--- src/hw/rtl/assert_macros.svh ---
// Assertion macros shared by the RTL of the lattice neighbor block.
// Each macro expands to a concurrent assertion, or to nothing when SYNTH is set.
`ifndef ASSERT_MACROS_SVH
`define ASSERT_MACROS_SVH
`ifndef SYNTH
`define ASSERT_IMPLIES(lbl, clk, rst, ante, cons) \
   lbl: assert property (@(posedge clk) disable iff (rst) (ante) |-> (cons)) \
      else $error("%m: implication failed");
`define ASSERT_ALWAYS(lbl, clk, rst, cond) \
   lbl: assert property (@(posedge clk) disable iff (rst) (cond)) \
      else $error("%m: invariant failed");
`else
`define ASSERT_IMPLIES(lbl, clk, rst, ante, cons)
`define ASSERT_ALWAYS(lbl, clk, rst, cond)
`endif
`endif

--- src/hw/rtl/plni_pkg.sv ---
// Shared types and constants of the periodic lattice neighbor block.
// Used by plni_divider and periodic_lattice_neighbor_index_top; depends on nothing.
`default_nettype none

package plni_pkg;

   localparam int SITE_W      = 20;
   localparam int DIR_W       = 4;
   localparam int REQ_DATA_W  = 24;
   localparam int RSP_DATA_W  = 24;
   localparam int CSR_INDEX_W = 1;
   localparam int CSR_DATA_W  = 6;

   localparam logic [CSR_INDEX_W-1:0] CSR_SPACE_EXTENT = 1'b0;
   localparam logic [CSR_INDEX_W-1:0] CSR_TIME_EXTENT  = 1'b1;

   localparam logic [1:0] AXIS_X = 2'd0;
   localparam logic [1:0] AXIS_Y = 2'd1;
   localparam logic [1:0] AXIS_Z = 2'd2;
   localparam logic [1:0] AXIS_T = 2'd3;

   localparam int DIV_BITS_PER_STAGE = 4;
   localparam int DIV_STAGES         = SITE_W / DIV_BITS_PER_STAGE;

   typedef logic [SITE_W-1:0] site_type;
   typedef logic [DIR_W-1:0]  dir_type;

   typedef struct packed {
      logic advance;
      logic valid;
   } pipe_ctl_type;

endpackage

`default_nettype wire

--- src/hw/rtl/plni_divider.sv ---
// Pipelined restoring divider: site-wide dividend by a narrow lattice extent.
// Carries a side payload alongside; depends on plni_pkg.
`default_nettype none

module plni_divider #(
   parameter int EXT_W  = 6,
   parameter int SIDE_W = 4
) (
   input  wire                          clock,
   input  wire                          reset,
   input  wire plni_pkg::pipe_ctl_type  in_ctl,
   input  wire plni_pkg::site_type      in_dividend,
   input  wire [SIDE_W-1:0]             in_side,
   input  wire [EXT_W-1:0]              divisor,
   output logic                         out_valid,
   output plni_pkg::site_type           out_quot,
   output logic [EXT_W-1:0]             out_rem,
   output logic [SIDE_W-1:0]            out_side
);

   localparam int STAGES = plni_pkg::DIV_STAGES;
   localparam int BPS    = plni_pkg::DIV_BITS_PER_STAGE;
   localparam int SW     = plni_pkg::SITE_W;

   logic [STAGES-1:0]  v_ff;
   logic [EXT_W-1:0]   rem_ff [STAGES];
   plni_pkg::site_type acc_ff [STAGES];
   logic [SIDE_W-1:0]  side_ff [STAGES];
   logic [EXT_W-1:0]   rem_in [STAGES];
   plni_pkg::site_type acc_in [STAGES];

   function automatic logic [EXT_W+SW-1:0] div_steps(
      input logic [EXT_W-1:0]   rem,
      input plni_pkg::site_type acc,
      input logic [EXT_W-1:0]   d
   );
      logic [EXT_W:0]     part;
      logic [EXT_W-1:0]   r;
      plni_pkg::site_type a;
      r = rem;
      a = acc;
      for (int i = 0; i < BPS; i++) begin
         part = {r, a[SW-1]};
         a    = {a[SW-2:0], 1'b0};
         if (part >= {1'b0, d}) begin
            part = part - {1'b0, d};
            a[0] = 1'b1;
         end
         r = part[EXT_W-1:0];
      end
      return {r, a};
   endfunction

   assign {rem_in[0], acc_in[0]} = div_steps('0, in_dividend, divisor);

   for (genvar s = 1; s < STAGES; s++) begin : g_stage
      assign {rem_in[s], acc_in[s]} = div_steps(rem_ff[s-1], acc_ff[s-1], divisor);
   end

   always_ff @(posedge clock) begin
      if (reset) begin
         v_ff <= '0;
      end else if (in_ctl.advance) begin
         v_ff <= {v_ff[STAGES-2:0], in_ctl.valid};
      end
   end

   always_ff @(posedge clock) begin
      if (in_ctl.advance) begin
         side_ff[0] <= in_side;
         for (int s = 1; s < STAGES; s++) begin
            side_ff[s] <= side_ff[s-1];
         end
         for (int s = 0; s < STAGES; s++) begin
            rem_ff[s] <= rem_in[s];
            acc_ff[s] <= acc_in[s];
         end
      end
   end

   assign out_valid = v_ff[STAGES-1];
   assign out_quot  = acc_ff[STAGES-1];
   assign out_rem   = rem_ff[STAGES-1];
   assign out_side  = side_ff[STAGES-1];

endmodule

`default_nettype wire

--- src/hw/rtl/periodic_lattice_neighbor_index_top.sv ---
// Neighbor index of a site on a periodic 4-D lattice.
// Depends on plni_pkg, plni_divider and assert_macros.svh.
//
// Usage:
//   req channel: one beat carries a linear site index (x fastest, then y, z, t)
//   and a direction code. rsp channel: one beat carries the neighbor index and
//   an invalid flag (bad direction code or site beyond the lattice volume; the
//   neighbor index is then 0). csr port: register 0 sets the spatial extent,
//   register 1 the time extent; values are saturated into 1..MAX_EXTENT.
//   Write them only while no beat is in flight.
// Throughput: one beat per cycle, sustained while the skid register is empty.
// Pipeline: three chained 5-stage restoring dividers (4 quotient bits per stage)
//   peel off x, y and z; a step register steps the coordinate, two registers
//   rebuild the index through a multiply-add each, and the last multiply-add
//   feeds the rsp output register.
// Reset: clears all valid bits and loads both extents with 8 (or MAX_EXTENT if
//   that is smaller).
// Stall: a one-beat skid register sits behind the rsp output register; req_tready
//   drops only while the skid register is full, and the pipeline then holds.
`default_nettype none
`include "assert_macros.svh"

module periodic_lattice_neighbor_index_top #(
   parameter int MAX_EXTENT = 32
) (
   input  wire                                 clock,
   input  wire                                 reset,
   // req_tdata: site[19:0], direction[23:20]
   input  wire                                 req_tvalid,
   output logic                                req_tready,
   input  wire [plni_pkg::REQ_DATA_W-1:0]      req_tdata,
   // rsp_tdata: neighbor[19:0], zero[23:20]
   output logic                                rsp_tvalid,
   input  wire                                 rsp_tready,
   output logic [plni_pkg::RSP_DATA_W-1:0]     rsp_tdata,
   // rsp_tuser: invalid[0]
   output logic                                rsp_tuser,
   input  wire                                 csr_we,
   input  wire [plni_pkg::CSR_INDEX_W-1:0]     csr_index,
   input  wire [plni_pkg::CSR_DATA_W-1:0]      csr_wdata
);

   localparam int SW     = plni_pkg::SITE_W;
   localparam int DW     = plni_pkg::DIR_W;
   localparam int EXT_W  = (MAX_EXTENT < 63) ? $clog2(MAX_EXTENT + 1) : plni_pkg::CSR_DATA_W;
   localparam int RESET_EXT = (MAX_EXTENT < 8) ? MAX_EXTENT : 8;
   localparam int A_W    = 2 * EXT_W;
   localparam int B_W    = 3 * EXT_W;
   localparam int NB_W   = 4 * EXT_W;

   // Extent registers
   logic [EXT_W-1:0] ns_ff;
   logic [EXT_W-1:0] nt_ff;
   logic [EXT_W-1:0] csr_ext;

   always_comb begin
      if (csr_wdata == '0) begin
         csr_ext = EXT_W'(1);
      end else if (int'(csr_wdata) > MAX_EXTENT) begin
         csr_ext = EXT_W'(MAX_EXTENT);
      end else begin
         csr_ext = EXT_W'(csr_wdata);
      end
   end

   always_ff @(posedge clock) begin
      if (reset) begin
         ns_ff <= EXT_W'(RESET_EXT);
         nt_ff <= EXT_W'(RESET_EXT);
      end else if (csr_we) begin
         case (csr_index)
            plni_pkg::CSR_SPACE_EXTENT: begin
               ns_ff <= csr_ext;
            end
            plni_pkg::CSR_TIME_EXTENT: begin
               nt_ff <= csr_ext;
            end
            default: begin
            end
         endcase
      end
   end

   // Pipeline control
   logic adv;
   logic skid_v_ff;
   logic rsp_v_ff;
   plni_pkg::pipe_ctl_type ctl_req;
   plni_pkg::pipe_ctl_type ctl_d0;
   plni_pkg::pipe_ctl_type ctl_d1;

   assign adv        = !skid_v_ff;
   assign req_tready = adv;

   // Coordinate extraction
   logic                d0_v, d1_v, d2_v;
   plni_pkg::site_type  d0_quot, d1_quot, d2_quot;
   logic [EXT_W-1:0]    d0_rem, d1_rem, d2_rem;
   logic [DW-1:0]       d0_side;
   logic [DW+EXT_W-1:0] d1_side;
   logic [DW+2*EXT_W-1:0] d2_side;

   assign ctl_req = '{advance: adv, valid: req_tvalid};
   assign ctl_d0  = '{advance: adv, valid: d0_v};
   assign ctl_d1  = '{advance: adv, valid: d1_v};

   plni_divider #(.EXT_W(EXT_W), .SIDE_W(DW)) u_div_x (
      .clock       (clock),
      .reset       (reset),
      .in_ctl      (ctl_req),
      .in_dividend (req_tdata[SW-1:0]),
      .in_side     (req_tdata[SW+DW-1:SW]),
      .divisor     (ns_ff),
      .out_valid   (d0_v),
      .out_quot    (d0_quot),
      .out_rem     (d0_rem),
      .out_side    (d0_side)
   );

   plni_divider #(.EXT_W(EXT_W), .SIDE_W(DW + EXT_W)) u_div_y (
      .clock       (clock),
      .reset       (reset),
      .in_ctl      (ctl_d0),
      .in_dividend (d0_quot),
      .in_side     ({d0_rem, d0_side}),
      .divisor     (ns_ff),
      .out_valid   (d1_v),
      .out_quot    (d1_quot),
      .out_rem     (d1_rem),
      .out_side    (d1_side)
   );

   plni_divider #(.EXT_W(EXT_W), .SIDE_W(DW + 2 * EXT_W)) u_div_z (
      .clock       (clock),
      .reset       (reset),
      .in_ctl      (ctl_d1),
      .in_dividend (d1_quot),
      .in_side     ({d1_rem, d1_side}),
      .divisor     (ns_ff),
      .out_valid   (d2_v),
      .out_quot    (d2_quot),
      .out_rem     (d2_rem),
      .out_side    (d2_side)
   );

   // Step stage
   function automatic logic [EXT_W-1:0] step_coord(
      input logic [EXT_W-1:0] c,
      input logic [EXT_W-1:0] n,
      input logic             back
   );
      logic [EXT_W:0] inc;
      inc = {1'b0, c} + (EXT_W + 1)'(1);
      if (back) begin
         return (c == '0) ? n - EXT_W'(1) : c - EXT_W'(1);
      end
      return (inc >= {1'b0, n}) ? '0 : inc[EXT_W-1:0];
   endfunction

   plni_pkg::dir_type dir_w;
   logic [EXT_W-1:0]  x_w, y_w, z_w, t_w;
   logic [EXT_W-1:0]  sx_in, sy_in, sz_in, st_in;
   logic              sinv_in;
   logic              s_v_ff, s_inv_ff;
   logic [EXT_W-1:0]  sx_ff, sy_ff, sz_ff, st_ff;

   assign dir_w = d2_side[DW-1:0];
   assign x_w   = d2_side[DW +: EXT_W];
   assign y_w   = d2_side[DW+EXT_W +: EXT_W];
   assign z_w   = d2_rem;
   assign t_w   = d2_quot[EXT_W-1:0];

   always_comb begin
      sinv_in = dir_w[DW-1] || (d2_quot >= SW'(nt_ff));
      sx_in   = x_w;
      sy_in   = y_w;
      sz_in   = z_w;
      st_in   = t_w;
      case (dir_w[2:1])
         plni_pkg::AXIS_X: sx_in = step_coord(x_w, ns_ff, dir_w[0]);
         plni_pkg::AXIS_Y: sy_in = step_coord(y_w, ns_ff, dir_w[0]);
         plni_pkg::AXIS_Z: sz_in = step_coord(z_w, ns_ff, dir_w[0]);
         plni_pkg::AXIS_T: st_in = step_coord(t_w, nt_ff, dir_w[0]);
         default: st_in = t_w;
      endcase
   end

   // Rebuild stages
   logic             a_v_ff, a_inv_ff, b_v_ff, b_inv_ff;
   logic [EXT_W-1:0] ax_ff, ay_ff, bx_ff;
   logic [A_W-1:0]   a_in, a_ff;
   logic [B_W-1:0]   b_in, b_ff;
   logic [NB_W-1:0]  nb_w;
   logic [SW+NB_W-1:0] nb_wide;
   plni_pkg::site_type nb_in;
   logic             incoming;

   assign a_in    = A_W'(ns_ff) * A_W'(st_ff) + A_W'(sz_ff);
   assign b_in    = B_W'(ns_ff) * B_W'(a_ff) + B_W'(ay_ff);
   assign nb_w    = NB_W'(ns_ff) * NB_W'(b_ff) + NB_W'(bx_ff);
   assign nb_wide = (SW + NB_W)'(nb_w);
   assign nb_in   = b_inv_ff ? '0 : nb_wide[SW-1:0];
   assign incoming = adv && b_v_ff;

   always_ff @(posedge clock) begin
      if (reset) begin
         s_v_ff <= 1'b0;
         a_v_ff <= 1'b0;
         b_v_ff <= 1'b0;
      end else if (adv) begin
         s_v_ff <= d2_v;
         a_v_ff <= s_v_ff;
         b_v_ff <= a_v_ff;
      end
   end

   always_ff @(posedge clock) begin
      if (adv) begin
         s_inv_ff <= sinv_in;
         sx_ff    <= sx_in;
         sy_ff    <= sy_in;
         sz_ff    <= sz_in;
         st_ff    <= st_in;
         a_inv_ff <= s_inv_ff;
         ax_ff    <= sx_ff;
         ay_ff    <= sy_ff;
         a_ff     <= a_in;
         b_inv_ff <= a_inv_ff;
         bx_ff    <= ax_ff;
         b_ff     <= b_in;
      end
   end

   // Output register and skid
   plni_pkg::site_type rsp_nb_ff, skid_nb_ff;
   logic               rsp_inv_ff, skid_inv_ff;

   always_ff @(posedge clock) begin
      if (reset) begin
         rsp_v_ff  <= 1'b0;
         skid_v_ff <= 1'b0;
      end else if (!rsp_v_ff || rsp_tready) begin
         if (skid_v_ff) begin
            rsp_v_ff  <= 1'b1;
            skid_v_ff <= 1'b0;
         end else begin
            rsp_v_ff <= incoming;
         end
      end else if (incoming) begin
         skid_v_ff <= 1'b1;
      end
   end

   always_ff @(posedge clock) begin
      if (!rsp_v_ff || rsp_tready) begin
         if (skid_v_ff) begin
            rsp_nb_ff  <= skid_nb_ff;
            rsp_inv_ff <= skid_inv_ff;
         end else if (incoming) begin
            rsp_nb_ff  <= nb_in;
            rsp_inv_ff <= b_inv_ff;
         end
      end else if (incoming) begin
         skid_nb_ff  <= nb_in;
         skid_inv_ff <= b_inv_ff;
      end
   end

   assign rsp_tvalid = rsp_v_ff;
   assign rsp_tdata  = {{(plni_pkg::RSP_DATA_W - SW){1'b0}}, rsp_nb_ff};
   assign rsp_tuser  = rsp_inv_ff;

   `ASSERT_IMPLIES(a_skid_needs_rsp, clock, reset, skid_v_ff, rsp_v_ff)
   `ASSERT_IMPLIES(a_skid_on_stall, clock, reset, $rose(skid_v_ff), $past(rsp_v_ff && !rsp_tready))
   `ASSERT_IMPLIES(a_invalid_zero, clock, reset, rsp_v_ff && rsp_inv_ff, rsp_nb_ff == '0)
   `ASSERT_ALWAYS(a_extent_range, clock, reset, (ns_ff != '0) && (ns_ff <= MAX_EXTENT) && (nt_ff != '0) && (nt_ff <= MAX_EXTENT))

endmodule

`default_nettype wire
--- config.mk ---
export PLATFORM = sky130hd
export DESIGN_NAME = periodic_lattice_neighbor_index_top
export DESIGN_NICKNAME = d
export VERILOG_FILES = /design/src/hw/rtl/plni_pkg.sv /design/src/hw/rtl/plni_divider.sv /design/src/hw/rtl/periodic_lattice_neighbor_index_top.sv
export VERILOG_INCLUDE_DIRS = /design/src /design/src/hw/rtl
export SDC_FILE = /design/constraint.sdc
export NUM_CORES = 2
export LEC_CHECK = 0
export ABC_AREA = 1
export BUFFER_PORTS_ARGS = -buffer_cell sky130_fd_sc_hd__buf_4
export CAP_MARGIN = 25
export CORE_MARGIN = 2
export CORE_UTILIZATION = 50
export DETAILED_ROUTE_END_ITERATION = 10
export GPL_TIMING_DRIVEN = 0
export MAX_ROUTING_LAYER = met4
export PLACE_DENSITY_LB_ADDON = 0.25
export SETUP_SLACK_MARGIN = 0.3
export SYNTH_ARGS = -nofsm -noshare
export SYNTH_HDL_FRONTEND = slang
export SYNTH_SLANG_ARGS = --single-unit
--- constraint.sdc ---
create_clock -name clock -period 37.3 [get_ports clock]
set_input_delay 7.46 -clock clock [delete_from_list [all_inputs] [get_ports clock]]
set_output_delay 7.46 -clock clock [all_outputs]
set_load 0.05 [all_outputs]
==> reports/metrics.csv <==
stage,metric,value,unit
outcome,outcome,"complete, no violations",
sta,tns,0,ns
grt,grt_start_max_net_pins,69,
clock_network,clkTransAtPathRegs,0.06,ns
floorplan,core,0.100,mm2
worst_setup_path,critPathKind,primary input to flip-flop,
logic_synthesis,synth_seq_cells,689,
job,cap_viol_max_count,0,
sta,max_freq,80.0,MHz
clock_network,cts_setup_buffers,0,
floorplan,io_pins,63,
floorplan,die_h,322,um
detailed_routing,drc,0,
grt,grt.total_usage,21.3,%
logic_synthesis,synthTopCellsByArea,"edfxtp_1 (39%), ha_1 (12%), nand2_1 (11%), fa_1 (7.3%), inv_1 (6.3%)",
worst_setup_path,path_max_fanout,8,
clock_network,hold_buffers,0,
sta,min_period,12.49,ns
sta,clock_skew,0.0219,ns
grt,grt_pass1_vias,35795,
detailed_routing,avgRoutedWirePerCell,14.8,um
floorplan,fp-row-count,116,
clock_network,clockBufferDepth,3,
detailed_routing,drt_iter0_drc,2625,
final_layout,drive_above_1_share,7.01,%
worst_setup_path,critPathMostFrequentCell,nand2_1,
placement,gp_congestion,0.887,
floorplan,die_area,0.104,mm2
final_layout,syn2layout_area_growth,10.6,%
logic_synthesis,synth_cells,5580,
detailed_routing,viasPerCell,5.22,
clock_network,clk_latency,0.66,ns
detailed_routing,drtAntennaViolNets,0,
hold_path,hold_path_class,flip-flop to flip-flop,
grt,grt_pass1_wl,177000,um
grt,grt-ovfl-total,0,
worst_setup_path,slowest_delay,0.60,ns
floorplan,fp.dieW,322,um
logic_synthesis,synth.avg_cell_area,9.07,um2
clock_network,clock_sinks,689,
clock_network,tritoncts,yes,
worst_setup_path,crit_required,37.71,ns
sta,timing.slew.headroom,34.9,%
sta,hold_violations,0,
sta,post-route-period-util,33.5,%
worst_setup_path,crit_path_start_kind,primary input,
detailed_routing,vias,37364,
logic_synthesis,netlist_top_cells_count,"nand2_1 (1486), inv_1 (851), edfxtp_1 (657)",
logic_synthesis,netlist.area_leader.share,39.0,%
final_layout,fin_nets,6465,
floorplan,start_util,50.5,%
clock_network,cts_max_level,3,
worst_setup_path,slowest_stage,a21oi_1,
grt,antenna_found_initial,0,
final_layout,n_fill_cell,8796,
logic_synthesis,synth_top_flop_cell,edfxtp_1,
logic_synthesis,synthDistinctLibCells,55,
logic_synthesis,syn_area,0.0506,mm2
sta,worst_pin_slew,0.976,ns
clock_network,numCtsBuffers,80,
placement,dp_hpwl,76000,um
final_layout,n_antenna_cell,0,
sta,rsz0062_at_grt,false,
logic_synthesis,synthArstFlopShare,0,%
logic_synthesis,yosysMostFrequentCell,nand2_1,
worst_setup_path,critPathCaptureType,flip-flop,
worst_setup_path,cp.arrival,12.90,ns
clock_network,cts.repair.resized,0,
placement,portBuffers,58,
logic_synthesis,synth_area_leader_cell,edfxtp_1,
detailed_routing,drt-total-wl,106000,um
logic_synthesis,ys_warn_count,0,
clock_network,clockRootBuffer,clkbuf_16,
logic_synthesis,synth_edf_count,657,
logic_synthesis,ys_seq_area_share,40.2,%
detailed_routing,firstDrtPassIters,6,
sta,slew_violations,0,
sta,setup_viol,0,
## final timing paths
kind	startpoint	to	slack (ns)	depth (start not counted)
max	req_tdata[19]	u_div_x.rem_ff[0][0]	24.81	36
min	u_div_x.acc_ff[0][55]	u_div_x.acc_ff[0][79]	0.41	0
max reg2reg	ns_ff[5]	u_div_z.rem_ff[0][24]	29.22	42
min reg2reg	u_div_x.acc_ff[0][55]	u_div_x.acc_ff[0][79]	0.41	0
## flip-flops by register name, summed over array words and instances (netlist names), 6 cells and up
name,count
a_ff,12
ax_ff,6
ay_ff,6
b_ff,18
bx_ff,6
ns_ff,6
nt_ff,6
rsp_nb_ff,20
skid_nb_ff,20
st_ff,6
sx_ff,6
sy_ff,6
sz_ff,6
u_div_x.acc_ff,100
u_div_x.rem_ff,30
u_div_x.side_ff,20
u_div_y.acc_ff,100
u_div_y.rem_ff,30
u_div_y.side_ff,50
u_div_z.acc_ff,100
u_div_z.rem_ff,30
u_div_z.side_ff,80
## cell usage in the layout, fill, tap and decap left out, drive strengths merged, types with 7 or more instances in the layout
master,n
nor3,30
o21a,7
a21o,15
a21boi,11
ha,504
nand2,1523
o21bai,25
nand3,451
bufinv,10
inv,858
buf,90
xor2,173
o21ai,175
nor2,275
clkbuf,144
fa,184
nand4,129
a31oi,44
edfxtp,657
dfxtp,32
nand3b,42
clkinv,32
xnor2,70
or2,8
a21oi,259
o211ai,27
## routing by layer
layer | share of wire, % | GRT usage [%] | vias up | wire (um)
li1 | - | - | 19001 | -
met3 | 4.4 | 2.69 | 166 | 4630
met1 | 46 | 28.0 | 17509 | 49000
met2 | 47 | 34.6 | 688 | 49600
met4 | 2.6 | 6.32 | 0 | 2790
met5 | 0 | - | - | 0
## layout make-up
| type | instances | area, um2 | share of cell area [%] |
|---|---|---|---|
| tap | 1357 | 1700 | 3.03 |
| buffer | 59 | 251 | 0.449 |
| multi-input combinational | 3978 | 26800 | 47.9 |
| clock inverter | 48 | 559 | 0.999 |
| sequential | 689 | 20400 | 36.4 |
| clock buffer | 99 | 2150 | 3.83 |
| timing repair buffer | 76 | 911 | 1.63 |
| inverter | 857 | 3230 | 5.77 |
## critical path: cells and delay by family
| family | cells | cell delay, ns |
|---|---|---|
| AND/OR/NAND/NOR | 15 | 1.37 |
| AO/OA/AOI/OAI | 10 | 2.28 |
| buffers and inverters | 6 | 0.47 |
| adder cells (fa/ha/maj) | 5 | 1.33 |
## cell families (layout without fill, tap and decap cells)
logic type	count (synthesis)	count (layout)	share of synthesized area, %
xor+xnor	243	243	4.20
simple gates	2466	2466	22.2
compound gates	577	577	6.77
flops	689	689	40.2
fa+ha+maj	688	688	19.7
other cells	1	4	0.00741
buf+inv	916	1139	6.84
## per-stage QoR
| stage | hold WS (ns) | instances | setup WS (ns) | instance area, um2 | utilization (%) |
|---|---|---|---|---|---|
| finish | 0.407 | 7163 | 24.81 | 56000 | 55.8 |
| global route | 0.407 | 7163 | 24.16 | 56000 | 55.8 |
| CTS | 0.400 | 7163 | 24.87 | 56000 | 55.8 |
| detailed placement | 0.405 | 7016 | 24.17 | 53300 | 53.1 |
| global placement | 0.400 | 6998 | 2.79 | 52800 | 52.6 |
| floorplan | 0.400 | 5583 | 12.12 | 50600 | - |
Power is not shown: default switching activity piles up to over one toggle a cycle in this logic, so the estimate is an artifact.
